===== src/hdl/tcce_pkg.sv =====
// ---------------------------------------------------------------------------
// tcce_pkg
// Types, constants and helpers shared by the cursor engine modules.
// ---------------------------------------------------------------------------
`default_nettype none

package tcce_pkg;

  // Geometry defaults.
  localparam int DEF_MAX_ROWS = 64;
  localparam int DEF_MAX_COLS = 256;
  localparam logic [7:0] DEF_COLUMNS  = 8'd160;
  localparam logic [5:0] DEF_LAST_ROW = 6'd23;

  // Queue of cell commands produced by one byte.
  localparam int QDEPTH = 4;

  // Register indexes on the configuration port.
  localparam logic REG_COLUMNS  = 1'b0;
  localparam logic REG_LAST_ROW = 1'b1;

  // Character codes.
  localparam logic [7:0] CHAR_CTRL_MAX   = 8'd31;
  localparam logic [7:0] CHAR_LF         = 8'd10;
  localparam logic [7:0] CHAR_CR         = 8'd13;
  localparam logic [7:0] CHAR_DEL        = 8'd127;
  localparam logic [6:0] CHAR_UNDERSCORE = 7'h5F;

  typedef enum logic [1:0] {
    CMD_DRAW  = 2'd0,
    CMD_ERASE = 2'd1,
    CMD_CLEAR = 2'd2,
    CMD_ERROR = 2'd3
  } cmd_t;

  // One cell command; mem_col marks a column still to come from the row store.
  typedef struct packed {
    cmd_t       command;
    logic [6:0] glyph;
    logic [7:0] col;
    logic [5:0] row;
    logic       last;
    logic       mem_col;
  } cell_cmd_t;

  typedef struct packed {
    logic [7:0] col;
    logic [5:0] row;
    logic       in_str;
    logic       halted;
  } cursor_t;

  // Everything the decoder decides for one byte.
  typedef struct packed {
    cell_cmd_t [QDEPTH-1:0] cmds;
    logic [2:0]             count;
    cursor_t                next;
    logic                   wr_en;
    logic [5:0]             wr_row;
    logic [7:0]             wr_col;
    logic                   pend;
  } decode_t;

  function automatic cell_cmd_t mk_cmd(cmd_t command, logic [6:0] glyph,
                                       logic [7:0] col, logic [5:0] row,
                                       logic mem_col);
    cell_cmd_t c;
    c.command = command;
    c.glyph   = glyph;
    c.col     = col;
    c.row     = row;
    c.last    = 1'b0;
    c.mem_col = mem_col;
    return c;
  endfunction

endpackage

`default_nettype wire


===== src/hdl/tcce_ram.sv =====
// ---------------------------------------------------------------------------
// tcce_ram
// Generic single-write, single-read RAM with a registered read port.
// ---------------------------------------------------------------------------
`default_nettype none

module tcce_ram #(
  parameter int WIDTH = 8,
  parameter int DEPTH = 64,
  localparam int AW = (DEPTH > 1) ? $clog2(DEPTH) : 1
) (
  input  wire logic             clk,
  input  wire logic             we,
  input  wire logic [AW-1:0]    waddr,
  input  wire logic [WIDTH-1:0] wdata,
  input  wire logic             re,
  input  wire logic [AW-1:0]    raddr,
  output logic      [WIDTH-1:0] rdata
);

  logic [WIDTH-1:0] mem [DEPTH];

  always_ff @(posedge clk) begin
    if (we) begin
      mem[waddr] <= wdata;
    end
    if (re) begin
      rdata <= mem[raddr];
    end
  end

endmodule

`default_nettype wire


===== src/hdl/tcce_decode.sv =====
// ---------------------------------------------------------------------------
// tcce_decode
// Turns one text byte and the cursor state into cell commands and next state.
// ---------------------------------------------------------------------------
`default_nettype none

module tcce_decode import tcce_pkg::*; #(
  parameter int MAX_ROWS = DEF_MAX_ROWS,
  parameter int MAX_COLS = DEF_MAX_COLS
) (
  input  wire cursor_t    cur,
  input  wire logic [7:0] columns,
  input  wire logic [5:0] last_row,
  input  wire logic [7:0] char_code,
  input  wire logic       end_of_string,
  output decode_t         dec
);

  logic       printable;
  logic       newline_chr;
  logic       del_chr;
  logic [7:0] col_inc;
  logic       wrap;
  logic       do_nl;
  logic       row_ok;
  logic       row_inc_ok;
  logic [2:0] n;
  logic [1:0] last_idx;

  assign printable   = (char_code > CHAR_CTRL_MAX) && (char_code < CHAR_DEL);
  assign newline_chr = (char_code == CHAR_LF) || (char_code == CHAR_CR);
  assign del_chr     = (char_code == CHAR_DEL);
  assign col_inc     = cur.col + 8'd1;
  assign wrap        = (col_inc >= columns) || ({1'b0, col_inc} >= 9'(MAX_COLS))
                       || (col_inc == 8'd0);
  assign row_ok      = {3'b000, cur.row} < 9'(MAX_ROWS);
  assign row_inc_ok  = ({3'b000, cur.row} + 9'd1) < 9'(MAX_ROWS);

  always_comb begin
    dec      = '0;
    dec.next = cur;
    n        = 3'd0;
    do_nl    = 1'b0;
    last_idx = 2'd0;
    if (!cur.halted) begin
      if (!cur.in_str) begin
        dec.cmds[n[1:0]] = mk_cmd(CMD_ERASE, 7'd0, cur.col, cur.row, 1'b0);
        n                = n + 3'd1;
        dec.next.in_str  = 1'b1;
      end
      if (printable) begin
        dec.cmds[n[1:0]] = mk_cmd(CMD_DRAW, char_code[6:0], cur.col, cur.row, 1'b0);
        n                = n + 3'd1;
        dec.wr_en        = row_ok;
        dec.wr_row       = cur.row;
        dec.wr_col       = cur.col;
        dec.next.col     = col_inc;
        do_nl            = wrap;
      end else if (newline_chr) begin
        do_nl = 1'b1;
      end else if (del_chr) begin
        if (cur.col != 8'd0) begin
          dec.next.col = cur.col - 8'd1;
          dec.wr_en    = row_ok;
          dec.wr_row   = cur.row;
          dec.wr_col   = cur.col - 8'd1;
        end else if (cur.row != 6'd0) begin
          // Column comes from the stored end of the previous row.
          dec.wr_en    = row_ok;
          dec.wr_row   = cur.row;
          dec.wr_col   = 8'd0;
          dec.next.row = cur.row - 6'd1;
          dec.next.col = 8'd0;
          dec.pend     = 1'b1;
        end
        dec.cmds[n[1:0]] = mk_cmd(CMD_ERASE, 7'd0, dec.next.col, dec.next.row, dec.pend);
        n                = n + 3'd1;
      end else begin
        dec.cmds[n[1:0]] = mk_cmd(CMD_ERROR, 7'd0, cur.col, cur.row, 1'b0);
        n                = n + 3'd1;
        dec.next.halted  = 1'b1;
      end

      if (do_nl) begin
        dec.next.col = 8'd0;
        if ((cur.row < last_row) && row_inc_ok) begin
          dec.next.row = cur.row + 6'd1;
        end else begin
          dec.cmds[n[1:0]] = mk_cmd(CMD_CLEAR, 7'd0, 8'd0, last_row, 1'b0);
          n                = n + 3'd1;
          dec.next.row     = 6'd0;
        end
      end

      if (end_of_string && !dec.next.halted) begin
        dec.cmds[n[1:0]] = mk_cmd(CMD_DRAW, CHAR_UNDERSCORE, dec.next.col,
                                  dec.next.row, dec.pend);
        n                = n + 3'd1;
        dec.next.in_str  = 1'b0;
      end

      last_idx = n[1:0] - 2'd1;
      if (n != 3'd0) begin
        dec.cmds[last_idx].last = 1'b1;
      end
    end
    dec.count = n;
  end

endmodule

`default_nettype wire


===== src/hdl/text_console_cursor_engine_top.sv =====
// ---------------------------------------------------------------------------
// text_console_cursor_engine_top
// Cursor engine for a character-cell text console.
// ---------------------------------------------------------------------------
// Usage: text bytes enter on the in_ channel, one byte per beat, with
// in_end_of_string marking the final byte of a string. Each byte yields zero
// to four cell commands on the out_ channel, one per beat, the final one
// flagged by out_last. A beat moves when valid is high and stall is low.
// The first command of a byte goes from the command queue register to the
// output register after the byte is accepted. The queue holds one byte's
// commands and drains one entry per cycle while the output does not stall;
// a delete that steps back to the previous row first holds the queue and the
// input while the stored end column is read from the row RAM.
// A byte is taken in the same cycle as the last queued command moves to the
// output register, so a waiting result never blocks the input by itself.
// Reset (rst_n low, synchronous) homes the cursor, leaves string and halt
// flags clear, loads 160 columns and last row 23, and invalidates every row
// end entry at once through per-row valid bits; no clearing pass is needed.
// When the receiver stalls, the output register holds its command, the queue
// stops draining and in_stall is high while it holds any command. After an error
// command the engine accepts and discards bytes until reset.
// ---------------------------------------------------------------------------
`default_nettype none

module text_console_cursor_engine_top import tcce_pkg::*; #(
  parameter int MAX_ROWS = DEF_MAX_ROWS,
  parameter int MAX_COLS = DEF_MAX_COLS
) (
  input  wire logic       clk,
  input  wire logic       rst_n,
  // Configuration port
  input  wire logic       cfg_wr_en,
  input  wire logic       cfg_index,
  input  wire logic [7:0] cfg_wr_data,
  // Input channel
  input  wire logic       in_valid,
  output logic            in_stall,
  input  wire logic [7:0] in_char_code,
  input  wire logic       in_end_of_string,
  // Result channel
  output logic            out_valid,
  input  wire logic       out_stall,
  output logic [1:0]      out_command,
  output logic [6:0]      out_glyph_code,
  output logic [7:0]      out_cell_col,
  output logic [5:0]      out_cell_row,
  output logic            out_last
);

  localparam int ROW_AW = $clog2(MAX_ROWS);

  // Configuration registers.
  logic [7:0] columns_r;
  logic [5:0] last_row_r;

  // Cursor state and the wait for a row end read.
  cursor_t cur_r;
  logic    pend_r;
  logic    rd_valid_r;

  // Per-row valid bits for the row end RAM; an invalid row reads as zero.
  logic [MAX_ROWS-1:0] row_valid_r;

  // Command queue for the byte in progress and the output register.
  cell_cmd_t [QDEPTH-1:0] q_r;
  logic [1:0]             head_r;
  logic [2:0]             count_r;
  cell_cmd_t              out_r;
  logic                   out_valid_r;

  decode_t           dec;
  logic              accept;
  logic              pop_en;
  logic [ROW_AW-1:0] ram_waddr;
  logic [ROW_AW-1:0] ram_raddr;
  logic [7:0]        ram_rdata;
  logic [7:0]        end_col;

  tcce_decode #(
    .MAX_ROWS (MAX_ROWS),
    .MAX_COLS (MAX_COLS)
  ) u_decode (
    .cur           (cur_r),
    .columns       (columns_r),
    .last_row      (last_row_r),
    .char_code     (in_char_code),
    .end_of_string (in_end_of_string),
    .dec           (dec)
  );

  // The read always targets the row above the cursor. Writes from the same
  // byte go to the cursor row itself, so a read never meets a write in flight.
  assign ram_waddr = ROW_AW'(dec.wr_row);
  assign ram_raddr = ROW_AW'(cur_r.row - 6'd1);

  tcce_ram #(
    .WIDTH (8),
    .DEPTH (MAX_ROWS)
  ) u_row_end_ram (
    .clk   (clk),
    .we    (accept && dec.wr_en),
    .waddr (ram_waddr),
    .wdata (dec.wr_col),
    .re    (accept),
    .raddr (ram_raddr),
    .rdata (ram_rdata)
  );

  assign end_col = rd_valid_r ? ram_rdata : 8'd0;

  // The queue drains into the output register whenever that register is free
  // or being emptied, except in the cycle that patches the stored column in.
  assign pop_en   = (count_r != 3'd0) && !pend_r && (!out_valid_r || !out_stall);
  assign in_stall = pend_r || !((count_r == 3'd0) || ((count_r == 3'd1) && pop_en));
  assign accept   = in_valid && !in_stall;

  always_ff @(posedge clk) begin
    if (!rst_n) begin
      columns_r   <= DEF_COLUMNS;
      last_row_r  <= DEF_LAST_ROW;
      cur_r       <= '0;
      pend_r      <= 1'b0;
      row_valid_r <= '0;
      head_r      <= 2'd0;
      count_r     <= 3'd0;
      out_valid_r <= 1'b0;
    end else begin
      if (cfg_wr_en) begin
        case (cfg_index)
          REG_COLUMNS:  columns_r  <= cfg_wr_data;
          REG_LAST_ROW: last_row_r <= cfg_wr_data[5:0];
          default: ;
        endcase
      end

      if (accept) begin
        cur_r   <= dec.next;
        pend_r  <= dec.pend;
        head_r  <= 2'd0;
        count_r <= dec.count;
        if (dec.wr_en) begin
          row_valid_r[ram_waddr] <= 1'b1;
        end
      end else begin
        if (pop_en) begin
          head_r  <= head_r + 2'd1;
          count_r <= count_r - 3'd1;
        end
        if (pend_r) begin
          cur_r.col <= end_col;
          pend_r    <= 1'b0;
        end
      end

      if (pop_en) begin
        out_valid_r <= 1'b1;
      end else if (!out_stall) begin
        out_valid_r <= 1'b0;
      end
    end
  end

  // Payload registers: queue contents, read-side valid and output command.
  always_ff @(posedge clk) begin
    if (accept) begin
      q_r        <= dec.cmds;
      rd_valid_r <= row_valid_r[ram_raddr];
    end else if (pend_r) begin
      for (int i = 0; i < QDEPTH; i++) begin
        if (q_r[i].mem_col) begin
          q_r[i].col <= end_col;
        end
      end
    end
    if (pop_en) begin
      out_r <= q_r[head_r];
    end
  end

  assign out_valid      = out_valid_r;
  assign out_command    = out_r.command;
  assign out_glyph_code = out_r.glyph;
  assign out_cell_col   = out_r.col;
  assign out_cell_row   = out_r.row;
  assign out_last       = out_r.last;

endmodule

`default_nettype wire


===== config.mk =====
export PLATFORM = sky130hd
export DESIGN_NAME = text_console_cursor_engine_top
export DESIGN_NICKNAME = d
export VERILOG_FILES = /design/src/hdl/tcce_pkg.sv /design/src/hdl/tcce_ram.sv /design/src/hdl/tcce_decode.sv /design/src/hdl/text_console_cursor_engine_top.sv
export SDC_FILE = /design/constraint.sdc
export NUM_CORES = 1
export LEC_CHECK = 0
export BUFFER_PORTS_ARGS = -buffer_cell sky130_fd_sc_hd__buf_2
export CAP_MARGIN = 10
export CORE_MARGIN = 5
export CORE_UTILIZATION = 45
export DETAILED_ROUTE_END_ITERATION = 16
export PLACE_DENSITY_LB_ADDON = 0.15
export SLEW_MARGIN = 10
export SYNTH_ARGS = -nofsm -noshare
export SYNTH_HDL_FRONTEND = slang
export SYNTH_SLANG_ARGS = --single-unit

===== constraint.sdc =====
create_clock -name clk -period 4.15 [get_ports clk]
set_clock_uncertainty 0.15 [all_clocks]
set_input_delay 0.83 -clock clk [delete_from_list [all_inputs] [get_ports clk]]
set_output_delay 0.83 -clock clk [all_outputs]
set_load 0.03 [all_outputs]

After elaboration in Yosys (flattened, before gate mapping)
Memory sizes are Yosys's and may differ from the RTL's. A register that Yosys moved wholly into a read port is not among the register bits.
Cells that the tools add are included.
{"block": "totals", "register_bits": 226, "latchBits": 0, "ram_bits": 512, "mem_bits_ro": 0, "out_inout_bits": 26, "memories": 1}
{"block": "classes", "n_addsub": 11, "multipliers": 0, "div": 0, "n_lt_le_gt_ge": 17, "n_eq_ne": 6, "shifts": 0, "n_mux": 103, "n_bitwise": 5, "reduce_logical": 47}
{"name": "u_row_end_ram.mem", "depth": 64, "word_bits": 8, "read_ports": 1, "rd_clocked_by_memory_dff": 1, "write_ports": 1, "line": "tcce_ram.sv:21", "rtl": "logic [WIDTH-1:0] mem [DEPTH];"}
{"cell": "$mux 100", "n": 10}
{"cell": "$bwmux 100", "n": 6}
{"cell": "$demux 25 s2", "n": 4}
{"cell": "$mux 8", "n": 21}
{"cell": "$mux 25", "n": 5}
{"cell": "$mux 91", "n": 1}
{"cell": "$mux 14", "n": 5}
{"cell": "$or 64x64->64", "n": 1}
{"cell": "$bmux 25 s2", "n": 1}
{"cell": "$mux 6", "n": 7}
{"cell": "$mux 3", "n": 12}
{"cell": "$mux 16", "n": 2}
{"cell": "$mux 32", "n": 1}
{"cell": "$mux 15", "n": 2}
{"cell": "$mux 24", "n": 1}
{"cell": "$mux 1", "n": 21}
{"cell": "$reduce_and 2->1", "n": 9}
{"cell": "$mux 17", "n": 1}
{"cell": "$eq 8x4->1 const B", "n": 2}
{"cell": "$lt 2x3->1 const B", "n": 5}
{"cell": "$lt 6x7->1 const B", "n": 2}
{"cell": "$logic_and 1x1->1", "n": 13}
{"cell": "$reduce_bool 2->1", "n": 6}
{"cell": "$add 3x1->3 const B", "n": 3}
{"cell": "32 further kinds", "n": 48}

Depth between registers and ports, before layout
{"block": "depth", "depth_word": 24, "depth_mapped": 19, "mapped_depth_nobuf": 17}

Hierarchy
Synthesis repeated with hierarchy kept, for this count alone.
{"block": "hier_totals", "cells_unflattened": 2253, "hier_area_um2": 33103.0}
{"module": "tcce_ram", "instances": 1, "cells_per_inst": 940, "area_per_inst_um2": 20246.9, "seq_area_each_um2": 15615.0}
{"module": "text_console_cursor_engine_top", "instances": 1, "cells_per_inst": 698, "area_per_inst_um2": 9182.6, "seq_area_each_um2": 5775.5}
{"module": "tcce_decode", "instances": 1, "cells_per_inst": 615, "area_per_inst_um2": 3673.5, "seq_area_each_um2": 0.0}

Worst setup path after synthesis
OpenSTA, ideal clock, no wires.
{"block": "synth_timing", "path_type": "input to register", "from": "input out_stall", "to": "memory u_row_end_ram.mem[39][0], enable pin", "setup_time_ns": 0.374, "arrival_time_ns": 4.251, "t_required_ns": 3.626, "path_slack_ns": -0.625, "stages": 7, "path_cell_list": "a21boi_0 > o21ai_1 > or2_2 > clkbuf_1 > inv_1 > nand4_1 > nor2_1"}
{"block": "synth_between", "elab_chain_len": 12}
{"item": "start: declaration", "line": "text_console_cursor_engine_top.sv:42", "rtl": "input wire logic out_stall,"}
{"item": "$logic_not 1->1"}
{"item": "$logic_or 1x1->1", "line": "text_console_cursor_engine_top.sv:113", "rtl": "assign pop_en = (count_r != 3'd0) && !pend_r && (!out_valid_r || !out_stall);"}
{"item": "$logic_and 1x1->1", "line": "text_console_cursor_engine_top.sv:113"}
{"item": "$logic_and 1x1->1", "line": "text_console_cursor_engine_top.sv:114", "rtl": "assign in_stall = pend_r || !((count_r == 3'd0) || ((count_r == 3'd1) && pop_en));"}
{"item": "$logic_or 1x1->1", "line": "text_console_cursor_engine_top.sv:114"}
{"item": "$logic_not 1->1", "line": "text_console_cursor_engine_top.sv:114"}
{"item": "$logic_or 1x1->1", "line": "text_console_cursor_engine_top.sv:114"}
{"item": "named net in_stall", "line": "text_console_cursor_engine_top.sv:37", "rtl": "output logic in_stall,"}
{"item": "$logic_not 1->1", "line": "text_console_cursor_engine_top.sv:115", "rtl": "assign accept = in_valid && !in_stall;"}
{"item": "$logic_and 1x1->1", "line": "text_console_cursor_engine_top.sv:115"}
{"item": "named net accept", "line": "text_console_cursor_engine_top.sv:72", "rtl": "logic accept;"}
{"item": "$logic_and 1x1->1", "line": "text_console_cursor_engine_top.sv:101", "rtl": ".we (accept && dec.wr_en),"}
{"item": "$mux 1", "line": "tcce_ram.sv:24", "rtl": "if (we) begin"}
{"item": "$mux 1 (implied by the code)", "line": "tcce_ram.sv:25", "rtl": "mem[waddr] <= wdata;"}
{"item": "end: declaration", "line": "tcce_ram.sv:21"}
The timed path passes the listed nets, and every way through them passes these cells.

Worst setup path in the final report
{"block": "layout_timing", "from": "register cur_r[10] (netlist bit)", "to": "register q_r[31] (netlist bit) (data pin)"}
{"block": "layout_between", "elab_chain_len": 20}
{"item": "start: declaration", "line": "text_console_cursor_engine_top.sv:57", "rtl": "cursor_t cur_r;"}
{"item": "start signal: assignment", "line": "text_console_cursor_engine_top.sv:137", "rtl": "cur_r <= dec.next;"}
{"item": "parallel branches: the longest is 19 deep, another holds $add 8x1->8"}
{"item": "$mux 100 (*)", "line": "tcce_decode.sv:103", "rtl": "if (n != 3'd0) begin"}
{"item": "end signal: assignment", "line": "text_console_cursor_engine_top.sv:166", "rtl": "q_r <= dec.cmds;"}
{"item": "end: declaration", "line": "text_console_cursor_engine_top.sv:65", "rtl": "cell_cmd_t [QDEPTH-1:0] q_r;"}
Mark *: on every way between the ends. The select of a mux whose other input is x is not followed.
A chain may end at the register's enable or synchronous reset.

==> results.md <==
- Outcome: finished, final reports clean
- Vias in the first global route: 18300
- Power density cells: 683 nW/µm²
- Layout area overhead: 16.1%
- Final wirelength: 81300 µm
- Largest net degree at the start of global routing: 102
- Leakage power: 12.1 nW
- Worst setup EP type: flip-flop
- Floorplan core area: 68700 µm²
- Initial antenna violation count: 0
- Worst rel slew slack: 0.291
- Clk sinks: 732
- Area leader, netlist: edfxtp_1
- CTS Buffer Depth: 3
- Asr flop ratio synth: 0
- Crit path arrival time: 4210 ps
- Max Slew Vio Count: 0
- Clock slew at reported path FFs: 60 ps
- Die area: 74800 µm²
- Critical-path cell list: and4_1, nand2_1, xnor2_1, ha_1, a221oi_1, and3_1, a221o_2, a31oi_4, mux2_2, inv_1, ha_1, and3_1, nor3_1, a2111oi_1
- Final Core Density: 0.528
- Post-synthesis register bit count: 732
- Layout net count: 2175
- Clock Tree Root: clkbuf_16
- Vias post-DR: 18100
- Synth Instances: 1947
- Yosys warns: 0
- Mapped Nets: 2003
- Final hold vios: 0
- Pwr Total: 24.8 mW
- Mapped cell area: 31200 µm²
- Top cell type's share of synthesized area: 0.607
- Crit-path max cell delay: 450 ps
- DRC violations left: 0
- VDD IR max: 0.552 mV
- CP Max Fanout: 10
- TNS Setup: 0 ps
- Max-Cap Viols: 0
- Fill count: 5666
- CP max-delay cell: a221o_2
- 1st-iter DRT viols: 1726
- Final ANT Viol Nets: 0
- Initial Util: 0.455
- CTS tree: done
- Critical path type: reg -> reg
- Routed len/inst: 26.1 µm
- Distinct cells, synth: 82
- Die Y: 273 µm
- # diodes: 0
- # H-tree levels: 3
- Layout cell share with drive strength beyond 1: 0.274
- First-pass GRT wire length: 122000 µm
- RSZ-0062 raised after global routing: false
- Synth top area cells: edfxtp_1, mux4_2, dfxtp_1, nor2_1, nand2_1
- Hold Path Class: in -> reg
- Clk_lat worst skew: 630 ps
- Final hold slack: 303 ps
- Die Span X: 273 µm
- Total gr overflow: 0
- Final RePlAce weighted congestion: 0.908
- Number of synthesized flops with an enable pin: 631
- Final min period: 3960 ps
- Clock buffer count from CTS: 79
- F_max: 253 MHz
- IO Port Bufs: 48
- Row count: 96
- Hold Buf Count CTS: 0
- Startpoint Class: flip-flop
- Syn Area/Cell: 16.0 µm²
- I/O pins: 49
- Setup Viol. Count Final: 0
- GRT Total Usage: 0.218
- WP data required: 4400 ps
- Via density: 5.83
- Seq/Total Area, Yosys: 0.671
- DR pass1 iterations: 6
- Slew @ Worst Pin: 1060 ps
- Post-DP HPWL: 54300 µm
- Top_reg_cell synth: edfxtp_1
- Post-route clock period utilization: 0.954
==> synth_stat cells (4+ instances only) <==
master,n
a211o_1,4
nor2_2,4
and2_1,5
nor2_4,8
buf_2,8
o21ai_1,5
a31oi_1,9
nand3_1,22
edfxtp_1,631
nor3b_1,5
xor2_1,5
a21oi_1,85
o211ai_1,27
xnor2_1,14
and3_1,10
ha_1,33
mux2i_1,9
a21boi_0,6
nand2b_1,10
clkbuf_1,90
mux4_2,205
nand3b_1,4
inv_1,39
mux2_2,7
dfxtp_1,101
nor2b_1,4
or3_1,22
buf_6,5
nor3_1,28
nand2_1,130
or2_2,7
buf_1,18
o21a_1,49
o21ai_0,62
nand4_1,6
nor2_1,181
o22ai_1,12
o221ai_1,8
o31ai_1,8
==> what timing repair did <==
action,4_1_cts,5_1_grt
resized for setup,0,11
setup buffers,0,0
setup endpoints to repair,0,61
==> worst paths after layout <==
path | start | to | slack (ps) | depth (start not counted)
worst min register to register | row_valid_r[0] | row_valid_r[0] | 310 | 1
worst max register to register | cur_r[10] | q_r[31] | 190 | 14
worst max-delay path | cur_r[10] | q_r[31] | 190 | 14
worst min-delay path | cfg_wr_data[6] | columns_r[6] | 300 | 3
==> report_power, final <==
group          leakage [nW]  switching, mW  internal (mW)  total [mW]
Sequential             6.70          0.251           9.05        9.30
Combinational          4.20           5.06           3.58        8.64
Clock                  1.22           2.87           3.95        6.82
==> cells in the final DEF (no fill, tap or decap), types with 31 or more instances in the layout <==
cell type    n
nor2_1     174
inv_1       38
buf_4      149
o21a_1      49
ha_1        31
edfxtp_1   631
a21oi_1     82
nand2_1    129
mux4_2     205
clkbuf_16   79
buf_2       48
o21ai_0     61
dfxtp_1     96
==> sequential cells by signal, indices dropped and copies added (netlist names), 2 cells and up <==
name,count
head_r,2
out_cell_col,8
out_cell_row,6
count_r,3
last_row_r,6
row_valid_r,64
out_command,2
u_row_end_ram.rdata,8
columns_r,8
cur_r,16
u_row_end_ram.mem,512
q_r,86
out_glyph_code,7
==> layout make-up <==
cell class                      instances  area [µm²]  area share
Clock inverter                         44         424      0.0117
Clock buffer                           99        2080      0.0574
Multi-Input combinational cell       1051        9770       0.270
Timing Repair Buffer                  212        1660      0.0458
Sequential cell                       732       21000       0.579
Inverter                               43         165     0.00456
Tap cell                              931        1160      0.0321
==> through the flow <==
stage,setup WS [ps],instances,area [µm²]
after floorplan,62.8,1947,31300
after global placement,90.9,2969,33700
after detailed placement,50.8,2969,33700
after CTS,17.9,3112,36200
after global routing,15.3,3112,36200
final,191,3112,36200
==> metal layers <==
layer  track usage  vias up  part of all wire
met2         0.357      550              0.49
met3        0.0304      110             0.052
met4        0.0542        0             0.024
met5             0        -                 0
met1         0.314     9472              0.44
li1              -     8017                 -
==> kinds of logic (layout without fill, tap and decap cells) <==
group,after synthesis,after routing,share of synthesized area
AO/OA/AOI/OAI,317,317,0.0665
buffers and inverters,164,398,0.0212
AND/OR/NAND/NOR,461,461,0.0690
XOR/XNOR,19,19,0.00533
adder cells (fa/ha/maj),33,33,0.0132
flip-flops,732,732,0.671
multiplexers,221,221,0.153
==> worst max-delay path, delay by kind of cell, from the launching register on <==
kind | cells | cell delay, ps
mux | 1 | 390
simple gates | 5 | 950
compound gates | 4 | 1100
buf+inv | 1 | 100
xor+xnor | 1 | 160
flops | 1 | 380
fa+ha+maj | 2 | 480
Power figures use the tool's default switching activity.
